==> src/sv/cpwc_pkg.sv <==
// ----------------------------------------------------------------------------
// cpwc_pkg: shared types and constants for the cluster prime classifier
// Field widths, status codes, register map and the constant prime tables
// from which the per-witness window masks are built.
// ----------------------------------------------------------------------------
package cpwc_pkg;

  localparam int VALUE_W     = 45;
  localparam int WITNESS_W   = 16;
  localparam int LIMIT_W     = 16;
  localparam int STATUS_W    = 2;
  localparam int WINDOW_BITS = 127;
  localparam int J_FIRST     = 9;
  localparam int MAX_J_DEF   = 255;
  localparam int J_TABLE     = 256;
  localparam int LIMIT_RESET = 3000;

  localparam int APB_DATA_W = 32;
  localparam int APB_ADDR_W = 3;

  // register index, taken from paddr[2]
  typedef enum logic {
    REG_SMALL_LIMIT = 1'b0
  } reg_idx_t;

  typedef enum logic [STATUS_W-1:0] {
    ST_NOT_PRIME   = 2'd0,
    ST_BELOW_LIMIT = 2'd1,
    ST_CLUSTER     = 2'd2,
    ST_NON_CLUSTER = 2'd3
  } status_t;

  // Sieve of the small numbers, worked out at elaboration.
  function automatic logic [J_TABLE-1:0] prime_map_f();
    logic [J_TABLE-1:0] m;
    m    = '1;
    m[0] = 1'b0;
    m[1] = 1'b0;
    for (int i = 2; i * i < J_TABLE; i++) begin
      if (m[i]) begin
        for (int k = i * i; k < J_TABLE; k += i) begin
          m[k] = 1'b0;
        end
      end
    end
    return m;
  endfunction

  localparam logic [J_TABLE-1:0] PRIME_MAP = prime_map_f();

  // History positions that must all be non-prime for witness j:
  // bit (j-k)/2-1 for every odd prime k < j.
  function automatic logic [WINDOW_BITS-1:0] j_mask(int j);
    logic [WINDOW_BITS-1:0] m;
    m = '0;
    for (int k = 3; k < j; k += 2) begin
      if (PRIME_MAP[k]) begin
        m[(j - k) / 2 - 1] = 1'b1;
      end
    end
    return m;
  endfunction

endpackage

==> src/sv/cpwc_if.sv <==
// ----------------------------------------------------------------------------
// cpwc_item_if / cpwc_result_if: valid/ready channels of the classifier
// Input transactions carry an odd number with its primality and mark;
// output transactions carry the classification.
// ----------------------------------------------------------------------------
interface cpwc_item_if import cpwc_pkg::*; ();
  logic                 valid;
  logic                 ready;
  logic [VALUE_W-1:0]   odd_value;
  logic                 is_prime;
  logic [WITNESS_W-1:0] mark_witness;

  modport source (output valid, odd_value, is_prime, mark_witness, input ready);
  modport sink   (input valid, odd_value, is_prime, mark_witness, output ready);
endinterface

interface cpwc_result_if import cpwc_pkg::*; ();
  logic                 valid;
  logic                 ready;
  logic [VALUE_W-1:0]   prime_value;
  logic [STATUS_W-1:0]  status;
  logic [WITNESS_W-1:0] witness_j;

  modport source (output valid, prime_value, status, witness_j, input ready);
  modport sink   (input valid, prime_value, status, witness_j, output ready);
endinterface

==> src/sv/cluster_prime_window_classifier.sv <==
// ----------------------------------------------------------------------------
// cluster_prime_window_classifier: cluster prime window classifier
// Result path: input transaction into a queue entry, then the back's output
//   register, which drives the result. Throughput: one transaction per cycle
//   while the queue has room; when an output stall clears with the queue full,
//   input ready stays low until the cycle after the pop that frees an entry.
// Reset (rst, synchronous): history cleared to non-prime, queue and output
//   emptied, small_limit back to 3000.
// ----------------------------------------------------------------------------
module cluster_prime_window_classifier import cpwc_pkg::*; #(
  parameter int MAX_J = MAX_J_DEF
) (
  input  logic                  clk,
  input  logic                  rst,
  // configuration (APB style, pready tied high)
  input  logic                  psel,
  input  logic                  penable,
  input  logic                  pwrite,
  input  logic [APB_ADDR_W-1:0] paddr,
  input  logic [APB_DATA_W-1:0] pwdata,
  output logic [APB_DATA_W-1:0] prdata,
  output logic                  pready,
  // data channels
  cpwc_item_if.sink             item,
  cpwc_result_if.source         result
);

  // One match bit per odd candidate j in 9..MAX_J travels with each record.
  localparam int NUM_J = (MAX_J - J_FIRST) / 2 + 1;
  localparam int REC_W = VALUE_W + 2 + WITNESS_W + NUM_J;

  logic [LIMIT_W-1:0] small_limit;
  reg_idx_t           reg_sel;
  logic               cfg_write;

  logic               push_valid;
  logic               push_ready;
  logic [REC_W-1:0]   push_data;
  logic               pop_valid;
  logic               pop_ready;
  logic [REC_W-1:0]   pop_data;

  // ---- configuration register ----
  // Byte offset bits are ignored; paddr[2] selects the register.
  assign pready    = 1'b1;
  assign reg_sel   = reg_idx_t'(paddr[2]);
  assign cfg_write = psel && penable && pwrite;

  always_ff @(posedge clk) begin
    if (rst) begin
      small_limit <= LIMIT_W'(LIMIT_RESET);
    end else if (cfg_write && reg_sel == REG_SMALL_LIMIT) begin
      small_limit <= pwdata[LIMIT_W-1:0];
    end
  end

  always_comb begin
    prdata = '0;
    if (reg_sel == REG_SMALL_LIMIT) begin
      prdata = APB_DATA_W'(small_limit);
    end
  end

  // ---- front: history shift and mask tests ----
  cpwc_front #(
    .MAX_J (MAX_J),
    .NUM_J (NUM_J),
    .REC_W (REC_W)
  ) u_front (
    .clk         (clk),
    .rst         (rst),
    .small_limit (small_limit),
    .item        (item),
    .push_valid  (push_valid),
    .push_ready  (push_ready),
    .push_data   (push_data)
  );

  // ---- queue: decouples front from output stalls ----
  cpwc_queue #(
    .WIDTH (REC_W)
  ) u_queue (
    .clk        (clk),
    .rst        (rst),
    .push_valid (push_valid),
    .push_ready (push_ready),
    .push_data  (push_data),
    .pop_valid  (pop_valid),
    .pop_ready  (pop_ready),
    .pop_data   (pop_data)
  );

  // ---- back: witness pick, status, output register ----
  cpwc_back #(
    .MAX_J (MAX_J),
    .NUM_J (NUM_J),
    .REC_W (REC_W)
  ) u_back (
    .clk       (clk),
    .rst       (rst),
    .pop_valid (pop_valid),
    .pop_ready (pop_ready),
    .pop_data  (pop_data),
    .result    (result)
  );

endmodule

==> src/sv/cpwc_front.sv <==
// ----------------------------------------------------------------------------
// cpwc_front: history register and parallel window mask tests
// Accepts a transaction, tests every candidate witness against the prime
// history in one pass and pushes the packed record into the queue.
// ----------------------------------------------------------------------------
module cpwc_front import cpwc_pkg::*; #(
  parameter int MAX_J = MAX_J_DEF,
  parameter int NUM_J = (MAX_J - J_FIRST) / 2 + 1,
  parameter int REC_W = VALUE_W + 2 + WITNESS_W + NUM_J
) (
  input  logic               clk,
  input  logic               rst,
  input  logic [LIMIT_W-1:0] small_limit,
  cpwc_item_if.sink          item,
  output logic               push_valid,
  input  logic               push_ready,
  output logic [REC_W-1:0]   push_data
);

  logic [WINDOW_BITS-1:0] history;
  logic [NUM_J-1:0]       match;
  logic                   below;
  logic                   accept;

  // one candidate per odd j; prime j never qualifies
  for (genvar g = 0; g < NUM_J; g++) begin : g_cand
    localparam int J = J_FIRST + 2 * g;
    localparam logic [WINDOW_BITS-1:0] MASK = j_mask(J);
    assign match[g] = PRIME_MAP[J] ? 1'b0 : ~|(history & MASK);
  end

  assign below      = item.odd_value < VALUE_W'(small_limit);
  assign item.ready = push_ready;
  assign accept     = item.valid && push_ready;
  assign push_valid = item.valid;
  assign push_data  = {item.odd_value, item.is_prime, below, item.mark_witness, match};

  always_ff @(posedge clk) begin
    if (rst) begin
      history <= '0;
    end else if (accept) begin
      history <= {history[WINDOW_BITS-2:0], item.is_prime};
    end
  end

endmodule

==> src/sv/cpwc_queue.sv <==
// ----------------------------------------------------------------------------
// cpwc_queue: two-entry queue between front and back
// Lets the front keep accepting while the back waits on the output.
// ----------------------------------------------------------------------------
module cpwc_queue import cpwc_pkg::*; #(
  parameter int WIDTH = VALUE_W
) (
  input  logic             clk,
  input  logic             rst,
  input  logic             push_valid,
  output logic             push_ready,
  input  logic [WIDTH-1:0] push_data,
  output logic             pop_valid,
  input  logic             pop_ready,
  output logic [WIDTH-1:0] pop_data
);

  logic [WIDTH-1:0] entry [2];
  logic             wr_ptr;
  logic             rd_ptr;
  logic [1:0]       count;
  logic             push;
  logic             pop;

  assign push_ready = count != 2'd2;
  assign pop_valid  = count != 2'd0;
  assign pop_data   = entry[rd_ptr];
  assign push       = push_valid && push_ready;
  assign pop        = pop_valid && pop_ready;

  always_ff @(posedge clk) begin
    if (push) begin
      entry[wr_ptr] <= push_data;
    end
  end

  always_ff @(posedge clk) begin
    if (rst) begin
      wr_ptr <= 1'b0;
      rd_ptr <= 1'b0;
      count  <= 2'd0;
    end else begin
      if (push) wr_ptr <= ~wr_ptr;
      if (pop)  rd_ptr <= ~rd_ptr;
      unique case ({push, pop})
        2'b10:   count <= count + 2'd1;
        2'b01:   count <= count - 2'd1;
        default: count <= count;
      endcase
    end
  end

endmodule

==> src/sv/cpwc_back.sv <==
// ----------------------------------------------------------------------------
// cpwc_back: witness selection and output register
// Picks the smallest qualifying witness, or a nonzero mark, resolves the
// status and holds the result until the output transaction completes.
// ----------------------------------------------------------------------------
module cpwc_back import cpwc_pkg::*; #(
  parameter int MAX_J = MAX_J_DEF,
  parameter int NUM_J = (MAX_J - J_FIRST) / 2 + 1,
  parameter int REC_W = VALUE_W + 2 + WITNESS_W + NUM_J
) (
  input  logic             clk,
  input  logic             rst,
  input  logic             pop_valid,
  output logic             pop_ready,
  input  logic [REC_W-1:0] pop_data,
  cpwc_result_if.source    result
);

  localparam int IDX_W = $clog2(NUM_J + 1);

  logic [VALUE_W-1:0]   r_value;
  logic                 r_prime;
  logic                 r_below;
  logic [WITNESS_W-1:0] r_mark;
  logic [NUM_J-1:0]     r_match;
  logic [IDX_W-1:0]     first_idx;
  logic                 hit;
  status_t              status_next;
  logic [WITNESS_W-1:0] witness_next;
  logic                 out_valid;
  logic [VALUE_W-1:0]   out_value;
  status_t              out_status;
  logic [WITNESS_W-1:0] out_witness;

  assign {r_value, r_prime, r_below, r_mark, r_match} = pop_data;

  // lowest set bit = smallest j
  always_comb begin
    first_idx = '0;
    for (int i = NUM_J - 1; i >= 0; i--) begin
      if (r_match[i]) first_idx = IDX_W'(i);
    end
  end
  assign hit = |r_match;

  always_comb begin
    witness_next = '0;
    if (!r_prime) begin
      status_next = ST_NOT_PRIME;
    end else if (r_below) begin
      status_next = ST_BELOW_LIMIT;
    end else if (r_mark != '0) begin
      status_next  = ST_NON_CLUSTER;
      witness_next = r_mark;
    end else if (hit) begin
      status_next  = ST_NON_CLUSTER;
      witness_next = WITNESS_W'(J_FIRST) + (WITNESS_W'(first_idx) << 1);
    end else begin
      status_next = ST_CLUSTER;
    end
  end

  assign pop_ready = !out_valid || result.ready;

  always_ff @(posedge clk) begin
    if (rst) begin
      out_valid <= 1'b0;
    end else if (pop_ready) begin
      out_valid <= pop_valid;
    end
  end

  always_ff @(posedge clk) begin
    if (pop_ready && pop_valid) begin
      out_value   <= r_value;
      out_status  <= status_next;
      out_witness <= witness_next;
    end
  end

  assign result.valid       = out_valid;
  assign result.prime_value = out_value;
  assign result.status      = out_status;
  assign result.witness_j   = out_witness;

endmodule

==> src/flat_wrapper.sv <==
// flat-port wrapper written by rule: the top's interface ports become plain ports
module cluster_prime_window_classifier_flat import cpwc_pkg::*;
#(
  parameter int MAX_J = MAX_J_DEF
)
  (clk, rst, psel, penable, pwrite, paddr, pwdata, prdata, pready, item_valid, item_odd_value, item_is_prime, item_mark_witness, item_ready, result_valid, result_prime_value, result_status, result_witness_j, result_ready);
  cpwc_item_if item_i ();
  cpwc_result_if result_i ();
  input  logic clk;
  input  logic rst;
  input  logic psel;
  input  logic penable;
  input  logic pwrite;
  input  logic [APB_ADDR_W-1:0] paddr;
  input  logic [APB_DATA_W-1:0] pwdata;
  output logic [APB_DATA_W-1:0] prdata;
  output logic pready;
  input wire logic [$bits(item_i.valid)-1:0] item_valid;
  input wire logic [$bits(item_i.odd_value)-1:0] item_odd_value;
  input wire logic [$bits(item_i.is_prime)-1:0] item_is_prime;
  input wire logic [$bits(item_i.mark_witness)-1:0] item_mark_witness;
  output wire logic [$bits(item_i.ready)-1:0] item_ready;
  output wire logic [$bits(result_i.valid)-1:0] result_valid;
  output wire logic [$bits(result_i.prime_value)-1:0] result_prime_value;
  output wire logic [$bits(result_i.status)-1:0] result_status;
  output wire logic [$bits(result_i.witness_j)-1:0] result_witness_j;
  input wire logic [$bits(result_i.ready)-1:0] result_ready;
  assign item_i.valid = item_valid;
  assign item_i.odd_value = item_odd_value;
  assign item_i.is_prime = item_is_prime;
  assign item_i.mark_witness = item_mark_witness;
  assign item_ready = item_i.ready;
  assign result_valid = result_i.valid;
  assign result_prime_value = result_i.prime_value;
  assign result_status = result_i.status;
  assign result_witness_j = result_i.witness_j;
  assign result_i.ready = result_ready;
  cluster_prime_window_classifier #(.MAX_J(MAX_J)) u_core (.clk(clk), .rst(rst), .psel(psel), .penable(penable), .pwrite(pwrite), .paddr(paddr), .pwdata(pwdata), .prdata(prdata), .pready(pready), .item(item_i), .result(result_i));
endmodule
==> config.mk <==
export PLATFORM = sky130hd
export DESIGN_NAME = cluster_prime_window_classifier_flat
export DESIGN_NICKNAME = d
export VERILOG_FILES = /design/src/sv/cpwc_pkg.sv /design/src/sv/cpwc_if.sv /design/src/sv/cluster_prime_window_classifier.sv /design/src/sv/cpwc_front.sv /design/src/sv/cpwc_queue.sv /design/src/sv/cpwc_back.sv /design/src/flat_wrapper.sv
export SDC_FILE = /design/constraint.sdc
export NUM_CORES = 1
export LEC_CHECK = 0
export BUFFER_PORTS_ARGS = -buffer_cell sky130_fd_sc_hd__buf_2
export CELL_PAD_IN_SITES_DETAIL_PLACEMENT = 1
export CELL_PAD_IN_SITES_GLOBAL_PLACEMENT = 1
export CORE_MARGIN = 3
export CORE_UTILIZATION = 35
export CTS_CLUSTER_DIAMETER = 100
export DETAILED_ROUTE_END_ITERATION = 16
export PLACE_DENSITY = 0.69
export SYNTH_ARGS = -nofsm -noshare
export SYNTH_HDL_FRONTEND = slang
export SYNTH_SLANG_ARGS = --single-unit
==> constraint.sdc <==
create_clock -name clk -period 8.08 [get_ports clk]
set_clock_uncertainty 0.1 [all_clocks]
set_input_delay 0.404 -clock clk [delete_from_list [all_inputs] [get_ports clk]]
set_output_delay 0.404 -clock clk [all_outputs]
set_load 0.1 [all_outputs]
==> run metrics, run 1 <==
status complete, but fails checks; failing checks capacitance limit; EDFF count, synth 337; number of global-route vias before repair 21401; dpl cell area 0.0248 mm^2; pwr/cell area 296 mW/mm^2; Num CTS Buffers 54; first-pass GRT wire length 157 mm; DP HPWL 79.1 mm; worst hold stages 2; Worst-path clk slew 0.06 ns; Worst VDD drop 0.000279 V; CP startpoint kind flip-flop; Slew @ Worst Pin between 1 and 1.5 ns; crit end category flip-flop; Yosys Warn Count 0; # DRC 0; Avg WL per Cell between 30 and 40 um; DR vias/cell 6.06; Pins Over Slew Limit 0; Synth Flop Type edfxtp_1; total grt overflow 0; sequential cell area 0.0131 mm^2; Synth top cells by count edfxtp_1, nand2_1, nor2_1; # setup viols final 0; post-CTS setup buffers 0; Fillers 7220; pin count of the biggest net entering global routing 84; Min-Delay Endpoint u_core.u_queue.wr_ptr$_SDFFE_PP0P_; I/O Buffers 166; Critical Path AT 4.77 ns; flop2flop setup slack 3.56 ns; GR Util All Layers between 30% and 40%; CP Cell Sequence buf_4, buf_4, or4b_1, o21ai_0, o221ai_1, a21oi_1, a21oi_1, or2_2, nor2_1, ha_1, a21oi_1, nor3_1, o32ai_1; part of the Yosys area used for sequential elements 56.8%; max_cap viols 1; f_max 221 MHz; Initial Util between 30% and 40%; Distinct cells, synth between 80 and 90; CP max stage cell buf_4; unrepaired setup endpoints after global routing no; TritonCTS clock tree yes; share of the synthesized area in the top cell type 43.9%; Final Hold Viols 0; Syn Std Cell Area 0.0230 mm^2; top-count cell post-synth edfxtp_1; GP Congestion 1.03; Final Cell Area ~0.027 mm^2; class of the worst hold path input port to flip-flop; Syn-to-layout area delta 19.1%; cell family with the largest share of critical-path delay buffers and inverters; Routed WL between 100 and 150 mm; crit-path max cell delay 0.69 ns; Pleak around 10 nW; Yosys top cell by area edfxtp_1; Relative slew margins 0.140%; reg-to-reg critical path endpoint u_core.u_back.result.witness_j[7]$_SDFFCE_PP0P_; CTS Buffer Depth 3; setup TNS 0 ns; Post-Syn Instances between 2000 and 2500; Synth async-reset ratio 0%; Multi-input gate area 0.00910 mm^2; initial antenna violation count 3; DIE AREA a little under 0.07 mm^2; CTS H-Tree Depth 2; CP dominant cell by count a21oi_1; post-route antenna net violation count 0; CP bufs+invs 2; Tcrit/Tclk final 56.0%; WS Path Type flip-flop to flip-flop; Via Count 20717; Crit Path Max Fanout 77; clk_lat worst skew 0.63 ns; post-synthesis register bit count 485; IO Pins just over 200; layout cells sized above 1 between 10% and 20%; hold wc startpoint rst; Die Ht 263 um; DRT Pass-1 Iters 5; R2R cell count 13; CP Data Required Time 8.33 ns; CTS Sinks around 490; Final #Nets 2637; Post-Syn Area per Cell 10.0 um^2; synth top area cells edfxtp_1, dfxtp_1, nand2_1; clk root buf clkbuf_16; std cell rows 93; DR iter-0 viols 1904; core area around 0.065 mm^2; minimum clock period 4.52 ns; Chip Width 263 um
==> cell type report <==
class / count / share of cell area (%)
inverters: 38 / 0.529
flip-flops and latches: 485 / 47.7
well taps: 855 / 3.90
diodes: 3 / 0.0274
clock buffers: 65 / 5.29
multi-input cells: 1620 / 33.1
clock inverters: 35 / 1.53
repair buffers: 317 / 7.89
==> cells by family (layout without fill, tap and decap cells) <==
kind of cell,count (synthesis),in the layout,synth area share [%]
other cells,2,20,0.0326
fa+ha+maj,17,17,0.923
mux,79,79,3.70
buf+inv,213,455,4.05
xor+xnor,6,6,0.228
flops,485,485,56.8
simple gates,1182,1182,25.7
compound gates,319,319,8.60
==> how the worst max path moves through the flow <==
| stage | from | end | cells after the start |
|---|---|---|---|
| 3_3_place_gp | flip-flop | u_core.u_back.result.witness_j[7]$_SDFFCE_PP0P_ | 13 |
| 5_1_grt | flip-flop | u_core.u_back.result.witness_j[7]$_SDFFCE_PP0P_ | 12 |
| 2_1_floorplan | u_core.u_queue.count[0]$_SDFFE_PP0P_ | u_core.u_queue.entry[0][0]$_DFFE_PP_ | 6 |
| 4_1_cts | flip-flop | u_core.u_back.result.witness_j[7]$_SDFFCE_PP0P_ | 13 |
| 6_report | flip-flop | u_core.u_back.result.witness_j[7]$_SDFFCE_PP0P_ | 13 |
| 3_5_place_dp | flip-flop | u_core.u_back.result.witness_j[7]$_SDFFCE_PP0P_ | 13 |
==> layer usage <==
layer	track usage [%]	vias up	routed length (um)
met4	17.3	0	7200
met1	38.1	10471	44000
met2	52.0	936	52300
li1	-	9002	-
met5	0	-	0
met3	5.27	308	6890
==> state kept, by name, indices dropped and copies added, names as in the netlist, named ones only <==
name and flops:
u_core.u_queue.rd_ptr 1, u_core.u_back.result.valid 1, u_core.u_back.result.prime_value 45, u_core.u_front.history 126, u_core.u_queue.wr_ptr 1, u_core.u_back.result.witness_j 16, u_core.u_queue.entry 274, u_core.small_limit 16
u_core.u_back.result.status 2, u_core.u_queue.count 2
==> layout by cell type, fill, tap and decap left out, types with 11 or more instances in the layout <==
cell	instances
conb_1	17
buf_2	165
a21oi_1	177
and3_1	13
mux2i_1	30
o21ai_0	26
clkbuf_16	54
nor4_1	154
nand3_1	63
nor3b_1	13
or4_1	20
mux2_2	49
a211o_1	12
buf_4	73
nor2_1	235
edfxtp_1	337
nor2b_1	16
nand4_1	76
nand4b_1	13
a211oi_1	11
nand2_1	326
or3_1	23
dfxtp_1	147
inv_1	37
o22ai_1	12
ha_1	17
nand2b_1	16
dlygate4sd3_1	79
nor3_1	164
clkinv_2	13
==> repair_timing <==
action / in CTS / in global routing
endpoints found under the hold margin: 142 / 0
resized for setup: 0 / 0
hold buffers: 79 / 0
==> stage by stage <==
stage | total power, mW | cells | setup slack [ns] | hold slack, ns | utilization [%]
after floorplan | 5.11 | 2318 | 2.06 | 0.336 | -
after detailed placement | 5.56 | 3236 | 3.60 | 0.355 | 38.2
after global placement | 5.51 | 3236 | 3.71 | 0.348 | 38.2
final | 8.12 | 3418 | 3.56 | 0.231 | 42.3
after global routing | 8.41 | 3416 | 3.28 | 0.264 | 42.3
after CTS | 8.17 | 3415 | 3.56 | 0.208 | 42.3
==> where the power goes <==
group	total [mW]	switching [mW]	internal, mW
sequential	3.25	0.143	3.11
clock	2.57	1.08	1.49
combinational	2.30	1.87	0.430
(Power assumes the default switching activity.)
==> inputs of run 2 (changes only) <==
- clock period: 8.08 -> 3.9 ns (I/O delays scaled with it)
==> run 2 against run 1 <==
The flow now finishes without violations. Via count up 0.64%. Sequential share of layout area down 0.57 points. Combinational power up 110%. Sequential cell count unchanged. Register-to-register slack worse by 3.1 ns. Cell area up 1.2%. Setup slack worse by 3.1 ns. Critical path type unchanged. Largest power group unchanged.
==> run metrics, run 2 (synthesis results as in run 1) <==
DIE AREA 0.0689 mm^2 (unchanged); leading cell type in the layout, fill and taps excluded edfxtp_1; most frequent cells in the layout edfxtp_1, nand2_1, nor2_1; pin count of the biggest net entering global routing 138 (+64%); R2R cell count 11 (-2); Worst VDD drop 0.000352 V (+26%); CTS H-Tree Depth 2 (unchanged); status finished, final reports clean; worst hold stages 5 (+3); class of the worst hold path input port to flip-flop; dpl cell area 0.0252 mm^2 (+1.5%); IO Pins 202 (unchanged); Syn-to-layout area delta 20.6%; unrepaired setup endpoints after global routing no; Crit Path Max Fanout 29 (-62%); GP Congestion 1.03 (+0.70%); Top reg by flops u_core.u_queue.entry; post-CTS setup buffers 0 (unchanged); Relative slew margins 10.9% (+11 points); cts hold-fix bufs 87 (+10%); pwr/cell area 600 mW/mm^2 (+100%); Pleak 10.1 nW (+1.5%); max_cap viols 0 (-1); met3 usage 5.58% (+0.31 points); met2 GRT Util 52.0% (about the same); first-pass GRT wire length 159 mm (+1.5%); # setup viols final 0 (unchanged); DR iter-0 viols 1867 (-1.9%); overall power 16.7 mW (+110%); std cell rows 93 (unchanged); DR vias/cell 6.03 (-0.58%); dpl cells 3274 (+1.2%); # DRC 0 (unchanged); Die Ht 263 um (unchanged); post-cts gate resize count 0 (unchanged); post-route antenna net violation count 0 (unchanged); Via Count 20849 (+0.64%); Final #Nets 2682 (+1.7%); CTS Buffer Depth 3 (unchanged); Worst-path clk slew 0.06 ns (about the same); WS Path Type flip-flop to flip-flop; crit end category flip-flop; total grt overflow 0 (unchanged); Final Hold Viols 0 (unchanged); setup TNS 0 ns (unchanged); Final Cell Area 0.0278 mm^2 (+1.2%); TritonCTS clock tree yes; CP startpoint kind flip-flop; layout cells sized above 1 16.9% (+1.1 points); final cell count without fillers 3460 (+1.2%); Routed WL 112 mm (+1.4%); Chip Width 263 um (unchanged); Critical Path AT 3.82 ns (-0.95 ns); Min-Delay Endpoint u_core.u_front.history[0]$_SDFFE_PP0P_; Fillers 7215 (-0.069%); number of flip-flops in the largest register 274 (unchanged); number of global-route vias before repair 21536 (+0.63%); hold wc startpoint item_valid; minimum clock period 3.48 ns (-1.04 ns); clk root buf clkbuf_16; DP HPWL 82.5 mm (+4.3%); I/O Buffers 166 (unchanged); core area 0.0648 mm^2 (unchanged); Slew @ Worst Pin 1.33 ns (-0.146 ns); CP Data Required Time 4.24 ns (-4.09 ns); Num CTS Buffers 53 (-1.9%); f_max 287 MHz (+30%); CTS Sinks 485 (unchanged); Fin Hold WS 0.194 ns (-0.0369 ns); reg-to-reg critical path endpoint u_core.u_back.result.witness_j[7]$_SDFFCE_PP0P_; Most Crowded Layer GR met2; flop2flop setup slack 0.42 ns (-3.14 ns); Pins Over Slew Limit 0 (unchanged); clk_lat worst skew 0.63 ns (about the same); Avg WL per Cell 32.4 um (+0.22%); Initial Util 35.5% (unchanged); Tcrit/Tclk final 89.2% (+33 points); M1 GR Usage 39.0% (+0.91 points); initial antenna violation count 3 (unchanged); GR Util All Layers 31.7% (+0.60 points); DRT Pass-1 Iters 6 (+1)
[run 2: cell count changes in the layout (fill, tap and decap cells not counted), sizes merged]
cell         previous run  this run
buf                   238       276
bufinv                  6         4
dlygate4sd3            79        87
diode                   3         1
clkinv                 22        24
clkbuf                 65        56
clkinvlp                3        10
[run 2: worst max-delay path: stages (launching register included)]
cell       delay, ns
dfxtp_4         0.60
buf_4           0.26
or4b_1          0.47
a2bb2oi_1       0.40
o21ai_0         0.14
and4b_1         0.24
o31ai_2         0.26
a21oi_1         0.12
ha_1            0.24
a21oi_1         0.14
nor3_1          0.06
o32ai_1         0.27
[run 2: final cells by class]
cell class / instances / area, um^2 / share of cell area, %
flip-flops and latches: 485 / 13100 / 47.1
multi-input cells: 1620 / 9120 / 32.8
clock inverters: 42 / 413 / 1.49
well taps: 855 / 1070 / 3.85
diodes: 1 / 2.50 / 0.00901
inverters: 38 / 145 / 0.523
clock buffers: 56 / 1340 / 4.82
repair buffers: 363 / 2610 / 9.38
[run 2: metal layers]
metal	vias up	wire length, um
met5	-	10
met3	301	7270
li1	9091	-
met4	2	7870
met1	10539	44500
met2	916	52400
[run 2: how the worst max path moves through the flow]
stage | startpoint | to | slack [ns] | cells after the start
final | flip-flop | u_core.u_back.result.witness_j[7]$_SDFFCE_PP0P_ | 0.42 | 11
after global routing | flip-flop | u_core.u_back.result.witness_j[7]$_SDFFCE_PP0P_ | 0.15 | 10
after CTS | flip-flop | u_core.u_back.result.witness_j[7]$_SDFFCE_PP0P_ | 0.42 | 11
after detailed placement | flip-flop | u_core.u_back.result.witness_j[7]$_SDFFCE_PP0P_ | 0.44 | 11
after global placement | flip-flop | u_core.u_back.result.witness_j[7]$_SDFFCE_PP0P_ | 0.43 | 10
after floorplan | u_core.u_queue.count[0]$_SDFFE_PP0P_ | u_core.u_queue.entry[0][0]$_DFFE_PP_ | 0.004 | 6
[run 2: stage by stage]
stage,setup slack (ns),utilization [%]
2_1_floorplan,0.00397,-
3_3_place_gp,0.429,38.8
3_5_place_dp,0.439,38.8
4_1_cts,0.421,42.9
5_1_grt,0.145,42.9
6_report,0.420,42.9
[run 2: where the power goes]
| group | total (mW) | switching, mW | leakage, nW | internal, mW |
|---|---|---|---|---|
| Sequential | 6.78 | 0.346 | 4.11 | 6.43 |
| Clock | 5.01 | 2.22 | 0.829 | 2.79 |
| Combinational | 4.88 | 3.87 | 5.18 | 1.01 |
| Total | 16.7 | 6.43 | 10.1 | 10.2 |
